**config.mk**
```make
export PLATFORM = sky130hd
export DESIGN_NAME = cxp_front
export DESIGN_NICKNAME = d
export VERILOG_FILES = /design/src/design/cxp_pkg.sv /design/src/design/cxp_front.sv
export SDC_FILE = /design/constraint.sdc
export NUM_CORES = 1
export LEC_CHECK = 0
export BUFFER_PORTS_ARGS = -buffer_cell sky130_fd_sc_hd__clkbuf_2
export CORE_ASPECT_RATIO = 0.7
export CORE_MARGIN = 10
export CORE_UTILIZATION = 38
export DETAILED_ROUTE_END_ITERATION = 6
export HOLD_SLACK_MARGIN = 0.1
export PLACE_DENSITY = 0.85
export REMOVE_ABC_BUFFERS = 1
export SETUP_SLACK_MARGIN = 0.2
export SLEW_MARGIN = 10
export SYNTH_ARGS = -nofsm -noshare
export SYNTH_HDL_FRONTEND = slang
export SYNTH_SLANG_ARGS = --single-unit
```
**constraint.sdc**
```tcl
create_clock -name i_clk -period 5 [get_ports i_clk]
set_clock_uncertainty 0.05 [all_clocks]
set_input_delay 0.25 -clock i_clk [delete_from_list [all_inputs] [get_ports i_clk]]
set_output_delay 0.25 -clock i_clk [all_outputs]
set_load 0.02 [all_outputs]
```
**src/design/cxp_pkg.sv**
```systemverilog
// Shared constants and types for the circular cross-correlation peak-lag core.
package cxp_pkg;

    localparam int MAX_PHASE   = 1024;
    localparam int SAMPLE_BITS = 16;
    localparam int LAG_W       = 11;
    localparam int ADDR_W      = $clog2(MAX_PHASE);
    localparam int CNT_W       = $clog2(MAX_PHASE + 1);
    localparam int PROD_W      = 2 * SAMPLE_BITS;
    localparam int ACC_W       = PROD_W + ADDR_W + 1;

    // One closed set handed from the front to the back: its length.
    typedef struct packed {
        logic [CNT_W-1:0] n;
    } t_job;

    // Store write port, driven by the front.
    typedef struct packed {
        logic                   en;
        logic [ADDR_W-1:0]      addr;
        logic [SAMPLE_BITS-1:0] ref_data;
        logic [SAMPLE_BITS-1:0] prof_data;
    } t_wr;

    // Store read port, driven by the back.
    typedef struct packed {
        logic              en;
        logic [ADDR_W-1:0] prof_addr;
        logic [ADDR_W-1:0] ref_addr;
    } t_rd;

endpackage

```
**src/design/cxp_front.sv**
```systemverilog
// Front end: accepts sample words, fills the stores and closes each set.
module cxp_front import cxp_pkg::*; (
    input  logic                   i_clk,
    input  logic                   i_rst_n,
    input  logic                   i_push,
    input  logic [SAMPLE_BITS-1:0] i_ref_sample,
    input  logic [SAMPLE_BITS-1:0] i_prof_sample,
    input  logic                   i_last,
    output logic                   o_full,
    output t_wr                    o_wr,
    output t_job                   o_job,
    output logic                   o_job_push,
    input  logic                   i_job_full,
    input  logic                   i_release
);

    logic [CNT_W-1:0] r_count;
    logic [CNT_W-1:0] n_count;
    logic             r_hold;
    logic             accept;
    logic             store;
    logic [CNT_W-1:0] count_inc;

    assign o_full    = r_hold || i_job_full;
    assign accept    = i_push && !o_full;
    // Once the store is full further samples are dropped and the count saturates.
    assign store     = accept && (r_count < CNT_W'(MAX_PHASE));
    assign count_inc = store ? r_count + CNT_W'(1) : r_count;

    assign o_wr.en        = store;
    assign o_wr.addr      = r_count[ADDR_W-1:0];
    assign o_wr.ref_data  = i_ref_sample;
    assign o_wr.prof_data = i_prof_sample;

    assign o_job_push = accept && i_last;
    assign o_job.n    = count_inc;

    always_comb begin
        n_count = count_inc;
        if (o_job_push) begin
            n_count = '0;
        end
    end

    always_ff @(posedge i_clk) begin
        if (!i_rst_n) begin
            r_count <= '0;
            r_hold  <= 1'b0;
        end else begin
            r_count <= n_count;
            // The stores stay locked from the closing word until the back has read them.
            if (o_job_push) begin
                r_hold <= 1'b1;
            end else if (i_release) begin
                r_hold <= 1'b0;
            end
        end
    end

endmodule

```
== Word-level counts from Yosys, hierarchy flattened ==
Cells that the tools add are included.
Word-level totals
  register bits: 12
  input port bits: 38
  word-level logic and storage cells: 15
Cells by class
  add/sub/neg operators: 1
  order comparisons: 1
  mux-type cells: 3
  bitwise logic cells: 1
  reduce and logical (&&, ||, !) cells: 7
Operators by type and width (number)
  11-bit by 1-bit adder with 11-bit output, second input constant: 1
  11-bit < comparator, second input constant: 1
  11-bit two-way mux: 1
  1-bit logical AND: 3
  1-bit two-way mux: 2
  2-bit nonzero test: 1
  2-bit OR reduction: 1
  1-bit logical NOT: 1
  1-bit logical OR: 1
  1-bit NOT: 1

== Longest topological paths before layout ==
Gate-level depths: netlist of the first run.
  word-level depth: 5
  depth in mapped cells: 6
  depth with buffers taken out: 5

== Least setup slack after synthesis of the first run ==
No wires, ideal clock.
  kind: register to output
  start point: register r_hold
  end point: output o_job[8] (netlist name)
  arrival: 1626 ps
  required time: 4700 ps
  path slack: 3074 ps
  stages on the path, launching flop included: 5
  cell sequence: dfxtp_1 or4b_1 buf_6 nor4_4 xor2_1
RTL lines
  from (decl): RTL line cxp_front.sv:19  | logic r_hold;
  from (signal assigned): RTL line cxp_front.sv:48  | r_hold <= 1'b0;
  from (signal assigned): RTL line cxp_front.sv:53  | r_hold <= 1'b1;
  from (signal assigned): RTL line cxp_front.sv:55  | r_hold <= 1'b0;
  to (decl): RTL line cxp_front.sv:11  | output t_job o_job,

==> metrics.csv, run 1 <==
stage;metric;value;unit
run_status;status;complete, no violations;
route;DRC;0;
floorplan;Die Wd;78.8;µm
synthesis;Syn Area/Cell;8.52;µm²
worst_setup_path;largest fanout on the critical path;9;
power_and_ir_drop;switching pwr;51.0;µW
layout;synth-to-layout area growth;-12.2;%
timing;final setup TNS;0;ps
floorplan;# rows;14;
clock_network;CTS buffer count;3;
synthesis;Cells after Synth;108;
place;Placement Cell Area;771;µm²
clock_network;TritonCTS clock tree;done;
min_path;Worst Hold Class;in -> reg;
layout;final core utilization;36.3;%
global_routing;gr usage total;12.2;%
worst_setup_path;worst path required time;4700;ps
worst_setup_path;worst r2r src;r_hold;
floorplan;Core ar.;2220;µm²
layout;Fillers;247;
timing;relative slew slack;61.1;%
power_and_ir_drop;Flop pwr share;49.3;%
clock_network;H-Tree Depth;1;
worst_setup_path;arrival time worst endpoint;2080;ps
synthesis;post-synth cell types;23;
synthesis;FFs w/ async S/R, synth;0;%
route;vias per cell;4.84;
worst_setup_path;r2r setup slk;3150;ps
power_and_ir_drop;Power Internal;148;µW
worst_setup_path;capturing element type of the critical path;output pin;
route;DRT Pass-1 Iters;4;
place;Port Buffers;29;
layout;layout cells sized above 1;39.2;%
global_routing;largest net degree at the start of global routing;11;
power_and_ir_drop;switching share of power;25.6;%
clock_network;Sink Count;12;
worst_setup_path;worst setup path start;r_hold;
clock_network;Post-CTS Setup Bufs;0;
worst_setup_path;type of the worst setup path;reg -> out;
power_and_ir_drop;Lkg Pwr;0.400;nW
floorplan;Initial Util;41.3;%
route;Starting DRT DRC Count;25;
timing;post-layout min period;2380;ps
route;total routed wirelength;2.82;mm
worst_setup_path;CP Launch Type;flop;
global_routing;total gr overflow;0;
clock_network;Max Root-Sink Buffers;2;
synthesis;Synth Register Bits;12;
timing;Final Max Tran Viols;0;
power_and_ir_drop;Worst VDD drop;0.128;mV
layout;commonest non-fill, non-tap cells in the layout;clkbuf_2 (29), dfxtp_1 (12), and2_1 (10);
power_and_ir_drop;pwr/cell area;247;nW/µm²
route;wire length per cell;21.8;µm
floorplan;die area;4820;µm²
timing;Tcrit/Tclk final;47.7;%
clock_network;hold_buf cts;0;
route;Via Count;625;
floorplan;IO Count;94;
min_path;hold path start;i_rst_n;
power_and_ir_drop;Clk pwr share;40.8;%
synthesis;Post-synth top flop;dfxtp_1;
run;total of max-cap violations;0;
power_and_ir_drop;Comb power frac;9.9;%
timing;maximum clock rate;0.420;GHz
layout;NumNets Final;137;
layout;number of diodes;0;
clock_network;root buf cell;clkbuf_4;
clock_network;Reg clk slew, reported paths;80;ps
synthesis;sequential cell area fraction in the yosys report;26.1;%
synthesis;post-synthesis cell area;920;µm²
place;hpwl dp;2.36;mm
global_routing;first-pass GRT wire length;4.11;mm
synthesis;Post-synth EDFFs;0;
layout;commonest non-fill, non-tap cell in the layout;clkbuf_2;
place;GP Congestion;0.725;
route;remaining antenna violation count after routing;0;
clock_network;clk_lat worst skew;290;ps
timing;RSZ-0062 raised after global routing;no;
layout;design area;807;µm²
floorplan;Die H;61.2;µm
timing;Setup violations, final;0;
clock_network;post_cts resized;0;
timing;final hold viol count;0;
global_routing;initial antenna violation count;0;
synthesis;Ys Warns;0;
timing;Slew @ Worst Pin;582;ps
global_routing;vias in the first global route;668;
## layer usage
| metal | track usage, % | up-vias | part of all wire [%] |
|---|---|---|---|
| li1 | - | 282 | - |
| met1 | 12.7 | 274 | 41 |
| met2 | 13.0 | 66 | 33 |
| met3 | 17.6 | 3 | 26 |
| met4 | 2.29 | 0 | 0.28 |
| met5 | 0 | - | 0 |
## critical path, cell delays in order, from the launching register on
cell      delay [ps]
dfxtp_1          330
or4b_1           740
nor4_4           330
xor2_1           210
clkbuf_2         200
## area by class of cell
type | instances | area (µm²) | share of cell area [%]
Multi-Input combinational cell | 49 | 334 | 41.4
Inverter | 3 | 11.3 | 1.40
Tap cell | 32 | 40.0 | 4.96
Sequential cell | 12 | 240 | 29.8
Clock buffer | 4 | 36.3 | 4.50
Timing Repair Buffer | 29 | 145 | 18.0
## flip-flops by register name, summed over array words and instances, names as in the netlist
signal   count
r_count     11
r_hold       1
## path summary, 6_finish.rpt
path | endpoint | cells after the start
worst max-delay path | o_job[8] | 4
worst min-delay path | r_hold | 2
worst max register to register | r_count[8] | 4
worst min register to register | r_count[1] | 2
## cells in the mapped netlist, types with 2 or more instances
master | instances | share of area (%)
nor2b_1 | 2 | 1.4
nor3_1 | 3 | 1.6
dfxtp_1 | 12 | 26
xor2_1 | 3 | 2.9
nand4_1 | 2 | 1.4
xnor2_1 | 6 | 5.7
and2_1 | 10 | 6.8
nand3_1 | 2 | 1.1
nand2_1 | 7 | 2.9
inv_1 | 3 | 1.2
nor2_1 | 4 | 1.6
buf_4 | 43 | 35
## cells by family (layout without fill, tap and decap cells)
kind of cell,Yosys count,count (layout),share of synthesized area [%]
AO/OA/AOI/OAI,3,3,2.31
XOR/XNOR,9,9,8.57
adder cells (fa/ha/maj),1,1,1.36
buffers and inverters,47,36,37.6
flip-flops,12,12,26.1
multiplexers,1,1,1.22
AND/OR/NAND/NOR,35,35,22.9
## stage by stage
stage	power (mW)	hold WS, ps	instances	setup slack (ps)
after floorplan	0.112	318	64	2890
after global placement	0.120	429	125	2960
after detailed placement	0.120	446	125	2900
after CTS	0.205	147	129	2600
after global routing	0.212	155	129	2440
final	0.199	159	129	2620
## power groups by stage
| stage | Clock (mW) | Sequential (mW) | Combinational, mW |
|---|---|---|---|
| after floorplan | 0 | 0.101 | 0.0111 |
| after global placement | 0 | 0.100 | 0.0197 |
| after detailed placement | 0 | 0.100 | 0.0200 |
| after CTS | 0.0864 | 0.0982 | 0.0201 |
| after global routing | 0.0917 | 0.0984 | 0.0220 |
| final | 0.0813 | 0.0982 | 0.0198 |
(Power assumes the default switching activity.)
==> run 2, diff against run 1 <==
--- a/config.mk
+++ b/config.mk
@@ -8,10 +8,10 @@
 export BUFFER_PORTS_ARGS = -buffer_cell sky130_fd_sc_hd__clkbuf_2
 export CORE_ASPECT_RATIO = 0.7
 export CORE_MARGIN = 10
-export CORE_UTILIZATION = 38
+export CORE_UTILIZATION = 32
 export DETAILED_ROUTE_END_ITERATION = 6
 export HOLD_SLACK_MARGIN = 0.1
-export PLACE_DENSITY = 0.85
+export PLACE_DENSITY = 0.77
 export REMOVE_ABC_BUFFERS = 1
 export SETUP_SLACK_MARGIN = 0.2
 export SLEW_MARGIN = 10
==> constraint.sdc (replaced) <==
create_clock -name i_clk -period 2.15 [get_ports i_clk]
set_clock_uncertainty 0.05 [all_clocks]
set_input_delay 0.1075 -clock i_clk [delete_from_list [all_inputs] [get_ports i_clk]]
set_output_delay 0.1075 -clock i_clk [all_outputs]
set_load 0.02 [all_outputs]
==> metrics.csv, run 2 (synthesized netlist as in run 1, its figures left out) <==
stage;metric;value;unit;change
layout;NumNets Final;143;;+4.4%
worst_setup_path;CP delay by family, top;simple AND/OR/NAND/NOR gates;;
floorplan;Core ar.;2780;µm²;+25%
timing;Final Max Tran Viols;0;;unchanged
clock_network;Sink Count;12;;unchanged
layout;synth-to-layout area growth;2.86;%;
global_routing;vias in the first global route;712;;+6.6%
global_routing;largest net degree at the start of global routing;9;;-2
floorplan;Initial Util;33.0;%;-8.3 points
worst_setup_path;largest fanout on the critical path;8;;-1
layout;multi-input combinational cell area;378;µm²;+13%
worst_setup_path;CP peak stage delay;650;ps;-90 ps
timing;relative slew slack;73.7;%;+13 points
worst_setup_path;critical path cell sequence;or4b_4, nor3_2, xnor2_1, clkbuf_4;;
worst_setup_path;type of the worst setup path;reg -> out;;
power_and_ir_drop;Comb power frac;11.4;%;+1.5 points
worst_setup_path;arrival time worst endpoint;1810;ps;-270 ps
timing;final hold viol count;0;;unchanged
clock_network;TritonCTS clock tree;done;;
global_routing;total gr overflow;0;;unchanged
layout;final core utilization;34.0;%;-2.3 points
layout;Top reg by flops;r_count;;
route;DRT Pass-1 Iters;4;;unchanged
floorplan;IO Count;94;;unchanged
layout;register area;244;µm²;+1.6%
power_and_ir_drop;Clk pwr share;45.9;%;+5.1 points
worst_setup_path;worst path required time;1990;ps;-2710 ps
route;total routed wirelength;2.98;mm;+5.7%
worst_setup_path;slowest CP cell;or4b_4;;
worst_setup_path;CP Launch Type;flop;;
floorplan;Die H;64.9;µm;+6.0%
run;total of max-cap violations;0;;unchanged
route;Via Count;637;;+1.9%
place;Port Buffers;29;;unchanged
timing;maximum clock rate;0.507;GHz;
place;Placement Cell Area;783;µm²;+1.6%
timing;post-layout min period;1970;ps;
power_and_ir_drop;pwr/cell area;570;nW/µm²;+130%
layout;commonest non-fill, non-tap cells in the layout;clkbuf_2 (22), buf_4 (11), and2_1 (10);;
floorplan;# rows;16;;+2
worst_setup_path;capturing element type of the critical path;output pin;;
layout;largest registers;r_count (11), r_hold (1);;
power_and_ir_drop;Worst VDD drop;0.421;mV;+230%
floorplan;Die Wd;84.1;µm;+6.7%
power_and_ir_drop;Flop pwr share;42.7;%;-6.6 points
layout;Cell Count, Final, Fillers Out;139;;+7.8%
run_status;status;complete, no violations;;
layout;layout cells sized above 1;51.5;%;+12 points
power_and_ir_drop;Power Internal;415;µW;+180%
route;remaining antenna violation count after routing;0;;unchanged
place;hpwl dp;2.34;mm;-0.79%
clock_network;Reg clk slew, reported paths;50;ps;-30 ps
layout;number of diodes;0;;unchanged
timing;RSZ-0062 raised after global routing;yes;;
clock_network;clk_lat worst skew;240;ps;-50 ps
power_and_ir_drop;switching share of power;23.0;%;-2.6 points
worst_setup_path;crit path buf inv count;1;;unchanged
global_routing;first-pass GRT wire length;4.23;mm;+3.0%
clock_network;Max Root-Sink Buffers;2;;unchanged
clock_network;CTS buffer count;3;;unchanged
layout;Fillers;295;;+19%
min_path;Worst Hold Class;in -> reg;;
route;DRC;0;;unchanged
power_and_ir_drop;Lkg Pwr;0.476;nW;+19%
global_routing;gr usage total;10.3;%;-1.9 points
timing;Tcrit/Tclk final;91.7;%;
clock_network;root buf cell;clkbuf_8;;
layout;commonest non-fill, non-tap cell in the layout;clkbuf_2;;
route;Starting DRT DRC Count;47;;+88%
timing;Setup violations, final;0;;unchanged
layout;Largest register FFs;11;;unchanged
place;placed insts;130;;+4.0%
power_and_ir_drop;total power;539;µW;+170%
timing;Slew @ Worst Pin;393;ps;-189 ps
place;GP Congestion;0.726;;+0.14%
clock_network;H-Tree Depth;1;;unchanged
floorplan;die area;5450;µm²;+13%
route;vias per cell;4.58;;-5.4%
layout;design area;946;µm²;+17%
timing;final setup TNS;0;ps;unchanged
route;wire length per cell;21.4;µm;-1.9%
global_routing;initial antenna violation count;0;;unchanged
power_and_ir_drop;switching pwr;124;µW;+140%
==> run 2: cell count changes in the layout (fill, tap and decap cells not counted), moves of 3 or more <==
cell	previous run	this run
buf_4	0	11
dfxtp_1	12	9
clkbuf_2	29	22
dfxtp_2	0	3
clkbuf_8	1	4
nor3_1	3	0
==> run 2: timing repair <==
action                                  CTS  global route
endpoints found under the setup margin   10            10
cloned                                    0             0
hold endpoints to repair                  2             0
pin swaps                                 3             5
gates resized for setup                   6            20
setup buffers                             1             3
hold buffers                              1             0
==> run 2: worst register-to-register path, cell delays in order, from the launching register on <==
cell and delay (ps):
dfxtp_2 310, or4b_4 650, nor3_4 220, xor2_1 210
buf_4 140, and2_1 100
==> run 2: power by group through the flow <==
| stage | clock (mW) | sequential [mW] | combinational [mW] |
|---|---|---|---|
| global placement | 0 | 0.233 | 0.0485 |
| global route | 0.270 | 0.230 | 0.0670 |
| finish | 0.247 | 0.230 | 0.0616 |
| detailed placement | 0 | 0.234 | 0.0487 |
| floorplan | 0 | 0.235 | 0.0258 |
| CTS | 0.255 | 0.229 | 0.0533 |
==> run 2: area by class of cell <==
| cell class | instances | share of cell area [%] |
|---|---|---|
| clock buffer | 4 | 5.82 |
| sequential | 12 | 25.8 |
| tap | 36 | 4.76 |
| timing repair buffer | 35 | 22.2 |
| inverter | 3 | 1.46 |
| multi-input combinational | 49 | 39.9 |
==> run 2: metal layers <==
layer,track usage (%),up-vias,part of all wire (%)
li1,-,293,-
met1,13.9,290,49
met2,10.4,54,35
met3,10.7,0,16
met4,0.625,0,0
met5,0,-,0
==> run 2: metrics by stage <==
step / hold WS [ps] / setup WS, ps
4_1_cts: 118 / 174
3_3_place_gp: 165 / 274
2_1_floorplan: 165 / 40.8
3_5_place_dp: 165 / 233
5_1_grt: 126 / 96.9
6_report: 115 / 178
==> run 2: path summary, 6_finish.rpt <==
check	start	end	slack (ps)	cells past startpoint
worst max-delay path	r_hold	o_job[7]	180	4
worst min register to register	r_count[1]	r_count[1]	480	2
worst max register to register	r_hold	r_count[6]	420	5
worst min-delay path	i_release	r_hold	110	3
==> run 3, diff against run 2 <==
--- a/config.mk
+++ b/config.mk
@@ -5,13 +5,15 @@
 export SDC_FILE = /design/constraint.sdc
 export NUM_CORES = 1
 export LEC_CHECK = 0
+export ABC_AREA = 1
 export BUFFER_PORTS_ARGS = -buffer_cell sky130_fd_sc_hd__clkbuf_2
+export CAP_MARGIN = 5
 export CORE_ASPECT_RATIO = 0.7
 export CORE_MARGIN = 10
-export CORE_UTILIZATION = 32
+export CORE_UTILIZATION = 34
 export DETAILED_ROUTE_END_ITERATION = 6
 export HOLD_SLACK_MARGIN = 0.1
-export PLACE_DENSITY = 0.77
+export PLACE_DENSITY = 0.76
 export REMOVE_ABC_BUFFERS = 1
 export SETUP_SLACK_MARGIN = 0.2
 export SLEW_MARGIN = 10
==> metrics.csv, run 3 <==
stage;metric;value;unit;change
timing;Final Max Tran Viols;0;;unchanged
worst_setup_path;worst path required time;1990;ps;about the same
clock_network;Sink Count;12;;unchanged
layout;number of diodes;0;;unchanged
synthesis;count leader, synth;buf_4;;
timing;post-layout min period;1750;ps;-225 ps
route;vias per cell;4.53;;-1.2%
min_path;hold depth;0;;-3
clock_network;root buf cell;clkbuf_8;;
timing;maximum clock rate;0.573;GHz;+13%
synthesis;FFs w/ async S/R, synth;0;%;unchanged
route;DRT Pass-1 Iters;4;;unchanged
route;Starting DRT DRC Count;50;;+6.4%
power_and_ir_drop;Lkg Pwr;0.553;nW;+16%
global_routing;total gr overflow;0;;unchanged
min_path;Worst Hold Class;in -> out;;
layout;Top reg by flops;r_count;;
worst_setup_path;R2R depth;4;;-1
synthesis;Post-synth top flop;dfxtp_1;;
synthesis;Ys Warns;0;;unchanged
route;DRC;0;;unchanged
global_routing;initial antenna violation count;0;;unchanged
layout;Largest register FFs;11;;unchanged
synthesis;post-synth cell types;26;;+13%
layout;synth-to-layout area growth;-8.65;%;
floorplan;Die Wd;87.5;µm;+4.1%
clock_network;clk_lat worst skew;240;ps;about the same
layout;layout cells sized above 1;37.2;%;-14 points
timing;RSZ-0062 raised after global routing;no;;
timing;final setup TNS;0;ps;unchanged
route;wire length per cell;18.3;µm;-15%
synthesis;Cells after Synth;140;;+30%
floorplan;IO Count;94;;unchanged
global_routing;gr usage total;10.2;%;-0.034 points
layout;register area;240;µm²;-1.5%
floorplan;die area;5890;µm²;+8.0%
synthesis;Synth Area in Compound Gates;6.23;%;+3.9 points
layout;final core utilization;31.9;%;-2.1 points
floorplan;# rows;17;;+1
global_routing;grt met3 use;9.50;%;-1.2 points
timing;Tcrit/Tclk final;81.2;%;-10 points
route;Via Count;756;;+19%
worst_setup_path;worst r2r src;r_hold;;
worst_setup_path;CP Launch Type;flop;;
worst_setup_path;r2r setup slk;700;ps;+280 ps
min_path;hold path start;i_ref_sample[13];;
synthesis;Post-synth EDFFs;0;;unchanged
synthesis;largest family of logic cells by synthesized area;buffers and inverters;;
clock_network;Reg clk slew, reported paths;50;ps;about the same
clock_network;Post-CTS Setup Bufs;0;;-1
route;remaining antenna violation count after routing;0;;unchanged
min_path;Hold Path Sink;o_wr[29];;
synthesis;xor and xnor area share after synthesis;2.42;%;-6.1 points
global_routing;met1 Use GR;14.1;%;+0.16 points
synthesis;Syn Area/Cell;7.75;µm²;-9.0%
worst_setup_path;largest fanout on the critical path;5;;-3
global_routing;largest net degree at the start of global routing;16;;+7
floorplan;Die H;67.3;µm;+3.7%
synthesis;post-synthesis mux area share;0;%;-1.2 points
synthesis;sequential cell area fraction in the yosys report;22.1;%;-4.0 points
clock_network;H-Tree Depth;1;;unchanged
place;hpwl dp;2.57;mm;+10%
layout;commonest non-fill, non-tap cell in the layout;clkbuf_2;;
synthesis;post-synth top area share;29.8;%;-5.3 points
power_and_ir_drop;Worst VDD drop;0.154;mV;-63%
floorplan;Initial Util;34.9;%;+1.9 points
worst_setup_path;type of the worst setup path;reg -> out;;
place;worst slack at placement;626;ps;+392 ps
global_routing;vias in the first global route;729;;+2.4%
synthesis;simple-gate share of the synthesized area;31.1;%;+8.3 points
global_routing;GR peak layer;met1;;
synthesis;most frequent cells after synthesis;buf_4 (43), nand2_1 (28), inv_1 (13);;
place;GP Congestion;0.760;;+4.6%
route;total routed wirelength;3.05;mm;+2.4%
global_routing;met2 layer usage reported by global route;10.4;%;unchanged
layout;Fillers;341;;+16%
layout;commonest non-fill, non-tap cells in the layout;clkbuf_2 (29), nand2_1 (28), inv_1 (13);;
worst_setup_path;capturing element type of the critical path;output pin;;
synthesis;biggest area consumer among synthesized cells;buf_4;;
synthesis;Adder-Cell Fraction of Synth Area;1.15;%;-0.21 points
power_and_ir_drop;pwr/cell area;500;nW/µm²;-12%
synthesis;Synth Register Bits;12;;unchanged
layout;NumNets Final;170;;+19%
synthesis;post-synthesis cell area;1080;µm²;+18%
layout;largest registers;r_count (11), r_hold (1);;
floorplan;Core ar.;3110;µm²;+12%
timing;Setup violations, final;0;;unchanged
worst_setup_path;arrival time worst endpoint;1590;ps;-220 ps
timing;final worst slack;403;ps;+225 ps
timing;Slew @ Worst Pin;487;ps;+94.2 ps
global_routing;first-pass GRT wire length;4.34;mm;+2.6%
place;Port Buffers;29;;unchanged
worst_setup_path;FF-to-FF End;r_hold;;
run_status;status;complete, no violations;;
synthesis;top cells by area, synth;buf_4 (30%), dfxtp_1 (22%), nand2_1 (9.7%);;
clock_network;Max Root-Sink Buffers;2;;unchanged
timing;final hold viol count;0;;unchanged
clock_network;TritonCTS clock tree;done;;
clock_network;CTS buffer count;3;;unchanged
layout;multi-input combinational cell area;444;µm²;+18%
run;total of max-cap violations;0;;unchanged
timing;relative slew slack;67.4;%;-6.3 points
-- run 3: cell count changes after synthesis, moves of 4 or more --
cell,previous run,this run
a21oi_2,0,4
and2_1,10,0
inv_1,3,13
nand2_1,7,28
nand3_1,2,6
xnor2_1,6,1
-- run 3: layer usage --
| layer | vias to the layer above | part of all wire, % |
|---|---|---|
| li1 | 376 | - |
| met1 | 330 | 50 |
| met2 | 50 | 34 |
| met3 | 0 | 16 |
| met4 | 0 | 0 |
| met5 | - | 0 |
-- run 3: worst max path at each step --
stage | to | cells past startpoint | slack (ps) | startpoint
2_1_floorplan | o_job[8] | 6 | 610 | r_count[0]
3_3_place_gp | o_job[8] | 7 | 670 | r_count[0]
3_5_place_dp | o_job[8] | 7 | 630 | r_count[0]
4_1_cts | o_job[8] | 7 | 370 | r_count[0]
5_1_grt | o_job[8] | 7 | 230 | r_count[0]
6_report | o_job[8] | 7 | 400 | r_count[0]
-- run 3: area by class of cell --
type | count | area share, %
multi-input cells | 69 | 44.8
flip-flops and latches | 12 | 24.2
repair buffers | 31 | 16.7
inverters | 14 | 5.30
well taps | 38 | 4.80
clock buffers | 3 | 4.17
-- run 3: where the power goes --
group,switching [mW],internal (mW),leakage [nW]
Sequential,0.00448,0.227,0.0970
Combinational,0.0453,0.0216,0.434
Clock,0.0750,0.123,0.0216
Total,0.125,0.371,0.553
-- run 3: kinds of logic (layout without fill, tap and decap cells) --
logic type               count (synthesis)  count (layout)
adder cells (fa/ha/maj)                  1               1
XOR/XNOR                                 3               3
flip-flops                              12              12
buffers and inverters                   59              48
AO/OA/AOI/OAI                           10              10
AND/OR/NAND/NOR                         55              55
-- run 3: timing repair --
action | in CTS | in global routing
gates resized for setup | 0 | 0
hold buffers | 2 | 0
endpoints found under the hold margin | 1 | 0
-- run 3: worst max-delay path, stage by stage (launching register included) --
cell      delay [ps]
dfxtp_1          400
ha_1             220
nand3_2          120
nor2_4           210
nand3_1          100
nand2_1          100
nand2_1           50
clkbuf_2         150
-- run 3: stage by stage --
| stage | area (µm²) | std cells | hold slack, ps | power (mW) |
|---|---|---|---|---|
| CTS | 991 | 167 | 165 | 0.505 |
| finish | 991 | 167 | 165 | 0.496 |
| floorplan | 737 | 95 | 165 | 0.277 |
| global route | 991 | 167 | 165 | 0.518 |
| detailed placement | 930 | 162 | 165 | 0.301 |
| global placement | 930 | 162 | 165 | 0.301 |
